**config.mk**
```make
export PLATFORM = sky130hd
export DESIGN_NAME = eatbv_phase
export DESIGN_NICKNAME = d
export VERILOG_FILES = /design/src/sv/eatbv_pkg.sv /design/src/sv/eatbv_phase.sv
export SDC_FILE = /design/constraint.sdc
export NUM_CORES = 1
export LEC_CHECK = 0
export ABC_AREA = 1
export BUFFER_PORTS_ARGS = -buffer_cell sky130_fd_sc_hd__buf_4
export CORE_MARGIN = 2
export CORE_UTILIZATION = 35
export CTS_BUF_LIST = sky130_fd_sc_hd__clkbuf_4 sky130_fd_sc_hd__clkbuf_8 sky130_fd_sc_hd__clkbuf_16
export DETAILED_ROUTE_END_ITERATION = 16
export PLACE_DENSITY = 0.49
export SETUP_SLACK_MARGIN = 0.5
export SLEW_MARGIN = 15
export SYNTH_ARGS = -nofsm -noshare
export SYNTH_HDL_FRONTEND = slang
export SYNTH_SLANG_ARGS = --single-unit
export TNS_END_PERCENT = 30
```
**constraint.sdc**
```tcl
create_clock -name clk -period 6.05 [get_ports clk]
set_clock_uncertainty 0.05 [all_clocks]
set_input_delay 0 -clock clk [delete_from_list [all_inputs] [get_ports clk]]
set_output_delay 0 -clock clk [all_outputs]
set_load 0.05 [all_outputs]
```
**src/sv/eatbv_pkg.sv**
```systemverilog
package eatbv_pkg;

    localparam int CORDIC_STEPS  = 16;
    localparam int OUT_FRAC_BITS = 15;
    localparam int ANG_W         = 17;
    localparam int OUT_W         = 16;
    localparam int TURN_UNITS    = 46080;
    localparam int CW            = 34;
    localparam int ZW            = 32;
    localparam int IDX_W         = 5;

    localparam logic signed [CW-1:0] GAIN_Q30 = CW'(652032874);
    // 2^32 / 46080 = 2^22 / 45; ceil(2^44 / 45) keeps the quotient exact for a < 2^16
    localparam int RECIP_W  = 39;
    localparam int RECIP_SH = 22;
    localparam logic [RECIP_W-1:0] RECIP = RECIP_W'(((64'd1 << 44) + 64'd44) / 64'd45);

    typedef logic signed [CW-1:0] q30_t;

    typedef struct packed {
        q30_t             x;
        q30_t             y;
        logic signed [ZW-1:0] z;
        logic [1:0]       quad;
    } cordic_t;

    typedef struct packed {
        cordic_t p;
        cordic_t yw;
        cordic_t r;
    } triple_t;

    function automatic logic [ZW-1:0] atan_turns(input logic [IDX_W-1:0] i);
        logic [ZW-1:0] v;
        case (i)
            5'd0:  v = 32'h20000000;
            5'd1:  v = 32'h12E4051E;
            5'd2:  v = 32'h09FB385B;
            5'd3:  v = 32'h051111D4;
            5'd4:  v = 32'h028B0D43;
            5'd5:  v = 32'h0145D7E1;
            5'd6:  v = 32'h00A2F61E;
            5'd7:  v = 32'h00517C55;
            5'd8:  v = 32'h0028BE53;
            5'd9:  v = 32'h00145F2F;
            5'd10: v = 32'h000A2F98;
            5'd11: v = 32'h000517CC;
            5'd12: v = 32'h00028BE6;
            5'd13: v = 32'h000145F3;
            5'd14: v = 32'h0000A2F9;
            5'd15: v = 32'h0000517C;
            5'd16: v = 32'h000028BE;
            5'd17: v = 32'h0000145F;
            5'd18: v = 32'h00000A2F;
            5'd19: v = 32'h00000517;
            5'd20: v = 32'h0000028B;
            5'd21: v = 32'h00000145;
            5'd22: v = 32'h000000A2;
            5'd23: v = 32'h00000051;
            default: v = '0;
        endcase
        return v;
    endfunction

    function automatic q30_t mulq30(input q30_t a, input q30_t b);
        logic signed [2*CW-1:0] p;
        p = a * b + (68'sd1 <<< 29);
        return q30_t'(p >>> 30);
    endfunction

    function automatic logic [OUT_W-1:0] to_out(input logic signed [CW+1:0] v);
        logic signed [CW+1:0] t;
        t = (v + (36'sd1 <<< (29 - OUT_FRAC_BITS))) >>> (30 - OUT_FRAC_BITS);
        if (t > 36'sd32767)
            return 16'h7FFF;
        else if (t < -36'sd32768)
            return 16'h8000;
        return t[OUT_W-1:0];
    endfunction

endpackage

```
**src/sv/eatbv_phase.sv**
```systemverilog
module eatbv_phase (
    input  logic                             clk,
    input  logic                             en,
    input  logic [eatbv_pkg::ANG_W-1:0]      angle,
    output logic [eatbv_pkg::ZW-1:0]         phase
);
    import eatbv_pkg::*;

    logic signed [ANG_W:0]   a1;
    logic [ANG_W-1:0]        red;
    logic [ANG_W-1:0]        red_reg;
    logic [ANG_W+RECIP_W-1:0] prod;

    // Wrap into [0, 46080): input spans at most 1.43 turns either way
    always_comb
    begin
        a1 = {angle[ANG_W-1], angle};
        if (a1 < 0)
            a1 = a1 + 18'sd46080;
        if (a1 < 0)
            a1 = a1 + 18'sd46080;
        if (a1 >= 18'sd46080)
            a1 = a1 - 18'sd46080;
        red = a1[ANG_W-1:0];
    end

    always_ff @(posedge clk)
    begin
        if (en)
            red_reg <= red;
    end

    // floor(a * 2^22 / 45) via reciprocal of 45 scaled by 2^44
    assign prod  = red_reg * RECIP;
    assign phase = prod[RECIP_SH +: ZW];
endmodule

```
==> Yosys cells after proc, flatten, opt, wreduce, memory -nomap -nowiden <==
Cells that the tools add are included.
{ "classes": {"order_cmp": 3, "add_sub_neg": 3, "muxes": 3, "mul": 1} }
{ "op_table": {"columns": ["operator", "n"], "rows": [
  ["$mul 17x38->53 const B", 1],
  ["$mux 18", 2],
  ["$add 17x17->18 const B", 1],
  ["$add 18x17->18 const B", 1],
  ["$ge 18x17->1 const B", 1],
  ["$lt 18x1->1 const B", 1],
  ["$lt 17x1->1 const B", 1],
  ["$mux 17", 1],
  ["$sub 17x17->17 const B", 1]
]} }
{ "totals": {"inputBits": 19, "out_inout_bits": 32, "word_cells": 11, "reg_bits": 17} }

==> Depth between registers and ports, before layout <==
Gate-level depths: netlist of the first run.
{ "logic_depth": {"ltp_word": 6, "depth_mapped": 26, "ltp_nobuf": 25} }

==> Worst setup path before layout of the first run <==
Ideal clock, no wire load.
{ "synth_path": {"path_kind": "register -> output", "startpoint": "register red_reg[16]", "endpoint": "output port phase[26] (netlist name)", "setup_slack_ps": 818, "n_path_buf": 2, "arrival_ps": 5182, "required_ps": 6000, "stages_incl_launch_ff": 20, "path_cell_list": "edfxtp_1 > ha_1 > fa_1 > inv_1 > fa_1 > fa_1 > inv_1 > fa_1 > fa_1 > inv_1 > ha_1 > buf_2 > nand2_2 > nor2_4 > nand2_1 > nor4_1 > nand2_1 > nand3_1 > xor2_1 > buf_4"} }
{ "synth_between": {"elab_chain_cells": 1} }
{ "synth_rtl": {"columns": ["element", "line_no", "rtl"], "rows": [
  ["from (decl)", "eatbv_phase.sv:11", "logic [ANG_W-1:0] red_reg;"],
  ["from (signal assigned)", "eatbv_phase.sv:30", "red_reg <= red;"],
  ["$mul 17x38->53", "eatbv_phase.sv:34", "assign prod = red_reg * RECIP;"],
  ["to (decl)", "eatbv_phase.sv:5", "output logic [eatbv_pkg::ZW-1:0] phase"]
]} }
Every way passes these cells.

==> Final worst setup path of the first run <==
{ "layout_path": {"startpoint": "register red_reg[14]", "endpoint": "output port phase[17] (netlist name)"} }
Same word-level chain as after synthesis.

==> metrics.md, run 1 <==
| Metric | Value |
|---|---|
| Synth top cells by count | 314 x inv_1, 172 x nand2_1, 149 x ha_1, 102 x fa_1, 87 x nor2_1 |
| HP Class | in -> reg |
| # diodes | 0 |
| Post-Synthesis Cell Area | between 8000 and 9000 um2 |
| Final Setup Violations | 0 |
| Area leader, netlist | fa_1 |
| Max Cap Viol | 0 |
| Fmax | about 180 MHz |
| Dpl hpwl | around 24000 um |
| Total grt overflow | 0 |
| Synth async-reset ratio | 0% |
| Vias/cell | ~4.8 |
| NumNets Final | ~1500 |
| Htree depth | 1 |
| Wirelength, routed | between 20000 and 30000 um |
| Fin crit share | about nine tenths |
| Largest register FFs | 17 |
| Die W | about 160 um |
| Longest Clk Path Bufs | 2 |
| DIE AREA | ~26000 um2 |
| Count leader, synth | inv_1 |
| Final worst setup slack | 487.7 ps |
| Layout cells sized above 1 | around a quarter |
| Vias in the first global route | just under 8000 |
| Pre-CTS setup slack | around 150 ps |
| Clk pin slew, worst setup/hold paths | ~50 ps |
| Routability cong. | ~0.94 |
| Total CTS buffers | 3 |
| Mapped Nets | 1455 |
| Final ANT Viol Nets | 0 |
| # port buffers | 50 |
| CP required | approximately 6000 ps |
| Synth cell types | 43 |
| Synth top area cells | fa_1 23%, ha_1 21%, inv_1 13%, nand2_1 7.4%, edfxtp_1 5.8% |
| CP max FO | 4 |
| FF+latch count, synth | 17 |
| GRT Total Usage | approximately a fifth |
| Initial Utilization | between 30% and 40% |
| Sink Count | 17 |
| Syn Area/Cell | 7.384 um2 |
| Max transition margin | between 60% and 70% |
| First-pass GRT wire length | 42870 um |
| DR iter-0 viols | about 380 |
| Register area | ~500 um2 |
| DRC | 0 |
| Status | finished, final reports clean |
| Post-layout minimum cycle time | 5562 ps |
| Actual slew at the worst max-slew pin | roughly 550 ps |
| Multi-input logic area | between 7000 and 8000 um2 |
| Post-synth EDFFs | 17 |
| Area delta synth->final | 22.31% |
| Mapped Cells | approximately 1200 |
| Seq/Total Area, Yosys | approximately 6% |
| Largest net degree at the start of global routing | 18 |
| Max Slew Vio Count | 0 |
| Initial antenna violation count | 0 |
| Data arrival, critical path | roughly 5500 ps |
| Fill cells | 2565 |
| Startpoint types | flip-flop |
| Drt first pass iters | 4 |
| Synth Flop Type | edfxtp_1 |
| Final hold vios | 0 |
| Via total after detailed routing | about 7600 |
| Die height | about 160 um |
| Rows | 57 |
| Top Ports | 51 |
| Avg WL per Cell | between 15 and 20 um |
| Synth warn | 0 |
| Crit end category | output port |
| CTS tree | done |
| Synth top area share | 23.34% |
| CP Class | reg -> out |
| RSZ-0062 raised after global routing | true |
| Clock root buffer | clkbuf_16 |
| Core Box Area | approximately 24000 um2 |
| Setup TNS | 0 ps |
==> final timing paths <==
kind	from	to	slack (ps)	cells past startpoint
worst max-delay path	red_reg[14]	phase[17]	490	17
worst min-delay path	en	red_reg[15]	90	1
==> routing by layer <==
metal  track usage (%)  part of all wire, %  up-vias
li1                  -                    -     3816
met1             27.55                   45     3599
met2             37.39                   48      179
met3             1.532                  3.6       45
met4             6.235                  3.7        0
met5                 0                    0        -
==> cells in the final DEF (no fill, tap or decap), drive strengths merged, types with 18 or more instances in the layout <==
cell / count
o21ai: 46
nand2: 193
nor2: 101
nand4: 18
inv: 323
xor2: 22
buf: 112
a21oi: 63
fa: 102
nand3: 60
ha: 149
==> layout make-up <==
class | instances | share of cell area, %
multi-input cells | 806 | 70.08
inverters | 324 | 11.42
clock inverters | 1 | 0.04677
repair buffers | 122 | 9.190
clock buffers | 3 | 0.7015
flip-flops and latches | 17 | 4.770
well taps | 324 | 3.788
==> metrics by stage <==
stage	instance area, um2	util, %	std cells	hold slack (ps)
5_1_grt	10700	43.75	1597	92.48
6_report	10700	43.75	1597	86.67
3_5_place_dp	9329	38.14	1531	140.8
4_1_cts	10090	41.26	1568	89.16
2_1_floorplan	8750	-	1185	48.87
3_3_place_gp	9329	38.14	1531	140.3
==> critical path: stages, from the launching register on <==
cell	delay (ps)
edfxtp_1	510
ha_4	350
inv_4	40
fa_1	470
fa_2	550
fa_2	590
fa_2	440
fa_1	530
inv_2	50
ha_4	240
buf_4	140
a21oi_2	190
o21ai_0	150
a21oi_1	180
a21boi_0	280
nand3_1	180
xor2_2	210
buf_6	190
==> cell families (layout without fill, tap and decap cells) <==
group                      Yosys count  count (layout)  synth area share [%]
adders and majority gates          251             251                 44.64
AOI/OAI and AO/OA                  130             130                 8.280
and+or+nand+nor                    393             393                 20.96
buffers and inverters              362             450                 17.07
DFF                                 17              17                 5.834
xor gates and xnor gates            32              32                 3.203
==> what timing repair did <==
item,CTS,global route
buffers inserted,23,29
endpoints found under the setup margin,30,32
gates resized for setup,85,106
hold endpoints to repair,10,0
hold buffers,10,0
pin swaps,21,60
Power of run 1 is not shown: default switching activity piles up to over one toggle a cycle in this logic, so the estimate is an artifact.
==> run 2, diff against run 1 <==
--- a/config.mk
+++ b/config.mk
@@ -8,10 +8,10 @@
 export ABC_AREA = 1
 export BUFFER_PORTS_ARGS = -buffer_cell sky130_fd_sc_hd__buf_4
 export CORE_MARGIN = 2
-export CORE_UTILIZATION = 35
+export CORE_UTILIZATION = 40
 export CTS_BUF_LIST = sky130_fd_sc_hd__clkbuf_4 sky130_fd_sc_hd__clkbuf_8 sky130_fd_sc_hd__clkbuf_16
 export DETAILED_ROUTE_END_ITERATION = 16
-export PLACE_DENSITY = 0.49
+export PLACE_DENSITY = 0.54
 export SETUP_SLACK_MARGIN = 0.5
 export SLEW_MARGIN = 15
 export SYNTH_ARGS = -nofsm -noshare
==> run 2 against run 1 <==
  * Maximum frequency up 0.54%
  * Die area fell by 12%
  * Final cell count fell by 2.7%
  * Utilization rose by 6.1 points
  * Clock-buffer cell count did not move
  * Via count rose by 0.52%
  * Hold slack worse by 4.7 ps
  * First-iteration DRC count grew 11%
  * Non-clock buffer count is 1 higher
  * Sequential share of layout area barely moved
  * Critical path depth unchanged
  * Global-route usage is 1.3 points higher
  * Critical endpoint unchanged
==> metrics.md, run 2 (synthesized netlist as in run 1, its figures left out) <==
| Metric | Value |
|---|---|
| Fmax | 180.7 MHz (was 179.8 MHz) |
| Max transition margin | 63.19% (was 63.28%) |
| NumNets Final | 1545 (was 1544) |
| Clock root buffer | clkbuf_16 (unchanged) |
| Initial Utilization | 40.47% (was 35.77%) |
| Via total after detailed routing | 7679 (was 7639) |
| Drt first pass iters | 7 (was 4) |
| CP max FO | 4 (unchanged) |
| Vias/cell | 4.941 (was 4.783) |
| Data arrival, critical path | 5480 ps (was 5510 ps) |
| CP Class | reg -> out (unchanged) |
| # port buffers | 50 (unchanged) |
| Final hold vios | 0 (unchanged) |
| Final ANT Viol Nets | 0 (unchanged) |
| Layout cells sized above 1 | 25.43% (was 23.96%) |
| Core Box Area | 21620 um2 (was 24460 um2) |
| Crit end category | output port (unchanged) |
| Area delta synth->final | 23.29% (was 22.31%) |
| Die W | 151.9 um (was 162.1 um) |
| HP Class | in -> reg (unchanged) |
| Fin crit share | 91.45% (was 91.94%) |
| Top Ports | 51 (unchanged) |
| Rows | 54 (was 57) |
| # diodes | 0 (unchanged) |
| Max Slew Vio Count | 0 (unchanged) |
| Hold Startpoint | en (unchanged) |
| Total CTS buffers | 3 (unchanged) |
| DIE AREA | 23070 um2 (was 26280 um2) |
| DRC | 0 (unchanged) |
| CP required | 6000 ps (about the same) |
| Most frequent cells in the layout | 295 x inv_1, 159 x nand2_1, 117 x ha_1, 100 x buf_4, 98 x fa_1 (was 296 x inv_1, 158 x nand2_1, 119 x ha_1, 103 x buf_4, 96 x fa_1) |
| Setup TNS | 0 ps (unchanged) |
| Clk pin slew, worst setup/hold paths | 50 ps (about the same) |
| Dpl hpwl | 22770 um (was 23780 um) |
| Max Cap Viol | 0 (unchanged) |
| Commonest non-fill, non-tap cell in the layout | inv_1 (unchanged) |
| GRT Total Usage | 22.38% (was 21.09%) |
| CTS tree | done (unchanged) |
| First-pass GRT wire length | 40880 um (was 42870 um) |
| Actual slew at the worst max-slew pin | 552.1 ps (was 550.7 ps) |
| DR iter-0 viols | 419 (was 377) |
| Status | finished, final reports clean (unchanged) |
| Final instance area | 10790 um2 (was 10700 um2) |
| Total grt overflow | 0 (unchanged) |
| Routability cong. | 0.9929 (was 0.9439) |
| Post-layout minimum cycle time | 5533 ps (was 5562 ps) |
| Crit. Startpoint | red_reg[14] (unchanged) |
| Longest Clk Path Bufs | 2 (unchanged) |
| Largest register FFs | 17 (unchanged) |
| Initial antenna violation count | 0 (unchanged) |
| Die height | 151.9 um (was 162.1 um) |
| Vias in the first global route | 7812 (was 7878) |
| Sink Count | 17 (unchanged) |
| RSZ-0062 raised after global routing | true (unchanged) |
| Largest net degree at the start of global routing | 18 (unchanged) |
| Wirelength, routed | 26400 um (was 27260 um) |
| Avg WL per Cell | 16.99 um (was 17.07 um) |
| DP Area | 9236 um2 (was 9329 um2) |
| Htree depth | 1 (unchanged) |
| Startpoint types | flip-flop (unchanged) |
| Final Setup Violations | 0 (unchanged) |
==> run 2: changes by cell type in the layout (fill, tap and decap cells not counted), sizes merged <==
cell  previous run  this run
buf            112       113
==> run 2: area by class of cell <==
type	count	area, um2
fill	2171	10830
multi-input combinational	806	7615
inverter	324	1217
timing repair buffer	123	1015
sequential	17	510.5
tap	280	350.3
clock buffer	3	75.07
clock inverter	1	5.005
==> run 2: worst max-delay path, cell delays in order, from the launching register on <==
cell and delay (ps):
edfxtp_1 450, buf_4 180, ha_4 270, inv_2 60, fa_1 480, fa_2 600, fa_1 440, fa_1 480
fa_1 540, inv_1 60, ha_4 250, a21oi_2 260, o21ai_0 210, a21oi_1 190, a21boi_2 220, nand3_1 100
xor2_1 210, buf_4 240
==> run 2: routing by layer <==
metal,wire (um),share of wire (%),track usage (%)
met5,0,0,0
met4,1276,4.8,9.390
met3,940,3.6,1.341
met2,12480,47,38.85
met1,11700,44,29.01
==> run 2: path summary, 6_finish.rpt <==
path / cells after the start / endpoint
worst max-delay path: 17 / phase[17]
worst min-delay path: 1 / red_reg[12]
==> run 2: stage by stage <==
stage	hold slack, ps	setup WS [ps]	instances	utilization [%]
3_5_place_dp	141.5	192.4	1482	42.72
6_report	81.97	517.4	1554	49.90
4_1_cts	84.45	476.2	1521	46.33
3_3_place_gp	140.7	236.5	1482	42.72
5_1_grt	87.69	348.1	1554	49.90
2_1_floorplan	48.87	817.6	1185	-
==> run 2: timing repair <==
action	CTS	global route
endpoints found under the setup margin	30	32
hold endpoints to repair	10	0
buffers inserted	25	33
gates resized for setup	98	121
hold buffers	10	0
pin swaps	26	63
Power of run 2 is left out for the same reason.
==> run 3, diff against run 2 <==
--- a/config.mk
+++ b/config.mk
@@ -5,14 +5,13 @@
 export SDC_FILE = /design/constraint.sdc
 export NUM_CORES = 1
 export LEC_CHECK = 0
-export ABC_AREA = 1
 export BUFFER_PORTS_ARGS = -buffer_cell sky130_fd_sc_hd__buf_4
 export CORE_MARGIN = 2
 export CORE_UTILIZATION = 40
 export CTS_BUF_LIST = sky130_fd_sc_hd__clkbuf_4 sky130_fd_sc_hd__clkbuf_8 sky130_fd_sc_hd__clkbuf_16
 export DETAILED_ROUTE_END_ITERATION = 16
-export PLACE_DENSITY = 0.54
-export SETUP_SLACK_MARGIN = 0.5
+export PLACE_DENSITY = 0.55
+export SETUP_SLACK_MARGIN = 0.15
 export SLEW_MARGIN = 15
 export SYNTH_ARGS = -nofsm -noshare
 export SYNTH_HDL_FRONTEND = slang
==> run 3 against run 2 <==
  * Synthesized cell count fell by 31%
  * Global-route usage fell by 3.9 points
  * Maximum frequency fell by 7.7%
  * Design area fell by 15%
  * Via count fell by 27%
  * Non-clock buffer count rose by 15
==> metrics.md, run 3 <==
| Metric | Value |
|---|---|
| Count leader, synth | inv_1 (unchanged) |
| Syn Area/Cell | 9.045 um2 (was 7.384 um2) |
| Routability cong. | 0.9211 (was 0.9929) |
| DIE AREA | 19460 um2 (was 23070 um2) |
| DP Area | 8046 um2 (was 9236 um2) |
| Post-layout minimum cycle time | 5993 ps (was 5533 ps) |
| Synth top area cells | fa_1 28%, ha_1 25%, inv_1 11%, edfxtp_1 7.0%, xnor2_1 3.7% (was fa_1 23%, ha_1 21%, inv_1 13%, nand2_1 7.4%, edfxtp_1 5.8%) |
| Max transition margin | 65.14% (was 63.19%) |
| Clk pin slew, worst setup/hold paths | 50 ps (about the same) |
| Synth async-reset ratio | 0% (unchanged) |
| Hold endpoint | red_reg[11] (was red_reg[12]) |
| Most used cell along the critical path | fa_1 (unchanged) |
| Hold Startpoint | en (unchanged) |
| Final worst setup slack | 57.49 ps (was 517.4 ps) |
| # diodes | 0 (unchanged) |
| Data arrival, critical path | 5940 ps (was 5480 ps) |
| Rows | 49 (was 54) |
| Wirelength, routed | 18620 um (was 26400 um) |
| Largest register FFs | 17 (unchanged) |
| NumNets Final | 1182 (was 1545) |
| Clock root buffer | clkbuf_16 (unchanged) |
| Commonest non-fill, non-tap cell in the layout | inv_1 (unchanged) |
| Htree depth | 1 (unchanged) |
| Max Slew Vio Count | 0 (unchanged) |
| Final hold vios | 0 (unchanged) |
| Largest net degree at the start of global routing | 18 (unchanged) |
| Fin crit share | 99.05% (was 91.45%) |
| Synth Flop Type | edfxtp_1 (unchanged) |
| CTS tree | done (unchanged) |
| CP required | 6000 ps (about the same) |
| Die height | 139.5 um (was 151.9 um) |
| Most frequent cells in the layout | 193 x inv_1, 122 x buf_4, 117 x ha_1, 94 x fa_1, 31 x xnor2_1 (was 295 x inv_1, 159 x nand2_1, 117 x ha_1, 100 x buf_4, 98 x fa_1) |
| CP max FO | 4 (unchanged) |
| Sink Count | 17 (unchanged) |
| Drt first pass iters | 5 (was 7) |
| Crit end category | output port (unchanged) |
| Initial Utilization | 40.89% (was 40.47%) |
| Final instance area | 9174 um2 (was 10790 um2) |
| Post-Synthesis Cell Area | 7345 um2 (was 8750 um2) |
| GRT Total Usage | 18.51% (was 22.38%) |
| CP Class | reg -> out (unchanged) |
| Total CTS buffers | 3 (unchanged) |
| Synth warn | 0 (unchanged) |
| Actual slew at the worst max-slew pin | 516.2 ps (was 552.1 ps) |
| Crit. Startpoint | red_reg[7] (was red_reg[14]) |
| DRC | 0 (unchanged) |
| Die W | 139.5 um (was 151.9 um) |
| Core Box Area | 17960 um2 (was 21620 um2) |
| First-pass GRT wire length | 28900 um (was 40880 um) |
| CP max stage cell | fa_1 (was fa_2) |
| Vias in the first global route | 5681 (was 7812) |
| RSZ-0062 raised after global routing | true (unchanged) |
| Dpl hpwl | 16070 um (was 22770 um) |
| Final ANT Viol Nets | 0 (unchanged) |
| Avg WL per Cell | 16.34 um (was 16.99 um) |
| Total grt overflow | 0 (unchanged) |
| Via total after detailed routing | 5609 (was 7679) |
| Synth top cells by count | 219 x inv_1, 149 x ha_1, 102 x fa_1, 38 x a21oi_1, 32 x buf_4 (was 314 x inv_1, 172 x nand2_1, 149 x ha_1, 102 x fa_1, 87 x nor2_1) |
| FF+latch count, synth | 17 (unchanged) |
| HP Class | in -> reg (unchanged) |
| Area delta synth->final | 24.91% (was 23.29%) |
| Synth top area share | 27.80% (was 23.34%) |
| Mapped Cells | 812 (was 1185) |
| DR iter-0 viols | 262 (was 419) |
| Layout cells sized above 1 | 27.11% (was 25.43%) |
| Seq/Total Area, Yosys | 6.951% (was 5.834%) |
| Delay of the slowest critical-path stage | 540 ps (was 600 ps) |
| Crit path cell chain | ha_1 > inv_2 > fa_1 > ha_1 > inv_2 > fa_1 > fa_1 > inv_1 > fa_1 > ha_4 > a21o_1 > a211o_1 > a2111oi_4 > o21ai_1 > a21boi_2 > a221o_1 > a41oi_2 > xnor2_1 > buf_4 (was buf_4 > ha_4 > inv_2 > fa_1 > fa_2 > fa_1 > fa_1 > fa_1 > inv_1 > ha_4 > a21oi_2 > o21ai_0 > a21oi_1 > a21boi_2 > nand3_1 > xor2_1 > buf_4) |
| Fill cells | 1677 (was 2171) |
| Core Util, Final | 51.07% (was 49.90%) |
| Post-synth EDFFs | 17 (unchanged) |
| Status | finished, final reports clean (unchanged) |
| Top Ports | 51 (unchanged) |
| Fmax | 166.9 MHz (was 180.7 MHz) |
| Max Cap Viol | 0 (unchanged) |
| Pre-CTS setup slack | -178.3 ps (was 192.4 ps) |
| Hold Path Cell Cnt | 1 (unchanged) |
| Area leader, netlist | fa_1 (unchanged) |
| Vias/cell | 4.920 (was 4.941) |
| Mapped Nets | 1082 (was 1455) |
| Startpoint types | flip-flop (unchanged) |
| Synth cell types | 53 (was 43) |
| Initial antenna violation count | 0 (unchanged) |
| # port buffers | 50 (unchanged) |
| Final Setup Violations | 0 (unchanged) |
| Longest Clk Path Bufs | 2 (unchanged) |
## run 3: changes by cell type after synthesis, moves of 10 or more
cell and delta:
o21ai_1 -13, nand4_1 -13, a21o_1 +17, nor2_1 -64, inv_1 -95, xnor2_1 +21, nand2_2 -16, a21oi_1 -24
clkbuf_1 +10, nand3_1 -43, nand2_1 -144
## run 3: how the worst max path moves through the flow
stage,endpoint,slack [ps],depth (start not counted)
after detailed placement,phase[28],-180,19
final,phase[28],60,19
after CTS,phase[28],130,19
after floorplan,phase[31],310,20
after global routing,phase[29],-90,21
after global placement,phase[28],-170,19
## run 3: stage by stage
step / std cells / hold slack [ps] / setup TNS [ps]
3_3_place_gp: 1091 / 141.0 / -507.9
5_1_grt: 1140 / 81.73 / -227.7
4_1_cts: 1125 / 81.66 / 0
2_1_floorplan: 812 / 48.87 / 0
3_5_place_dp: 1091 / 141.2 / -624.4
6_report: 1140 / 82.79 / 0
## run 3: per-layer routing
metal	vias to the layer above	part of all wire [%]	global-route usage, %
met4	0	0.98	1.808
li1	2782	-	-
met5	-	0	0
met2	118	49	32.43
met3	17	3.4	1.204
met1	2692	46	26.18
## run 3: cell families after synthesis
group | count (synthesis) | share of synthesized area [%]
fa+ha+maj | 251 | 53.19
simple gates | 96 | 6.286
xor+xnor | 48 | 5.724
compound gates | 135 | 12.39
flops | 17 | 6.951
mux | 3 | 0.4259
buf+inv | 262 | 15.04
## run 3: timing repair
item	in CTS	in global routing
hold buffers	10	0
gates resized for setup	70	67
pin swaps	62	55
endpoints found under the hold margin	10	0
endpoints found under the setup margin	21	19
setup buffers	20	15
gates cloned	0	0
## run 3: cell type report
class / count / area, um2 / share of cell area (%)
Clock buffer: 3 / 75.07 / 0.8183
Clock inverter: 1 / 5.005 / 0.05456
Inverter: 219 / 822.0 / 8.961
Multi-Input combinational cell: 533 / 6391 / 69.67
Sequential cell: 17 / 510.5 / 5.565
Tap cell: 229 / 286.5 / 3.123
Timing Repair Buffer: 138 / 1084 / 11.81
## run 3: worst max-delay path, delay by kind of cell, from the launching register on
family	cells	cell delay (ps)
compound gates	7	1830
xor+xnor	1	140
fa+ha+maj	7	2790
buf+inv	4	430
flops	1	500
Power of run 3 is left out for the same reason.
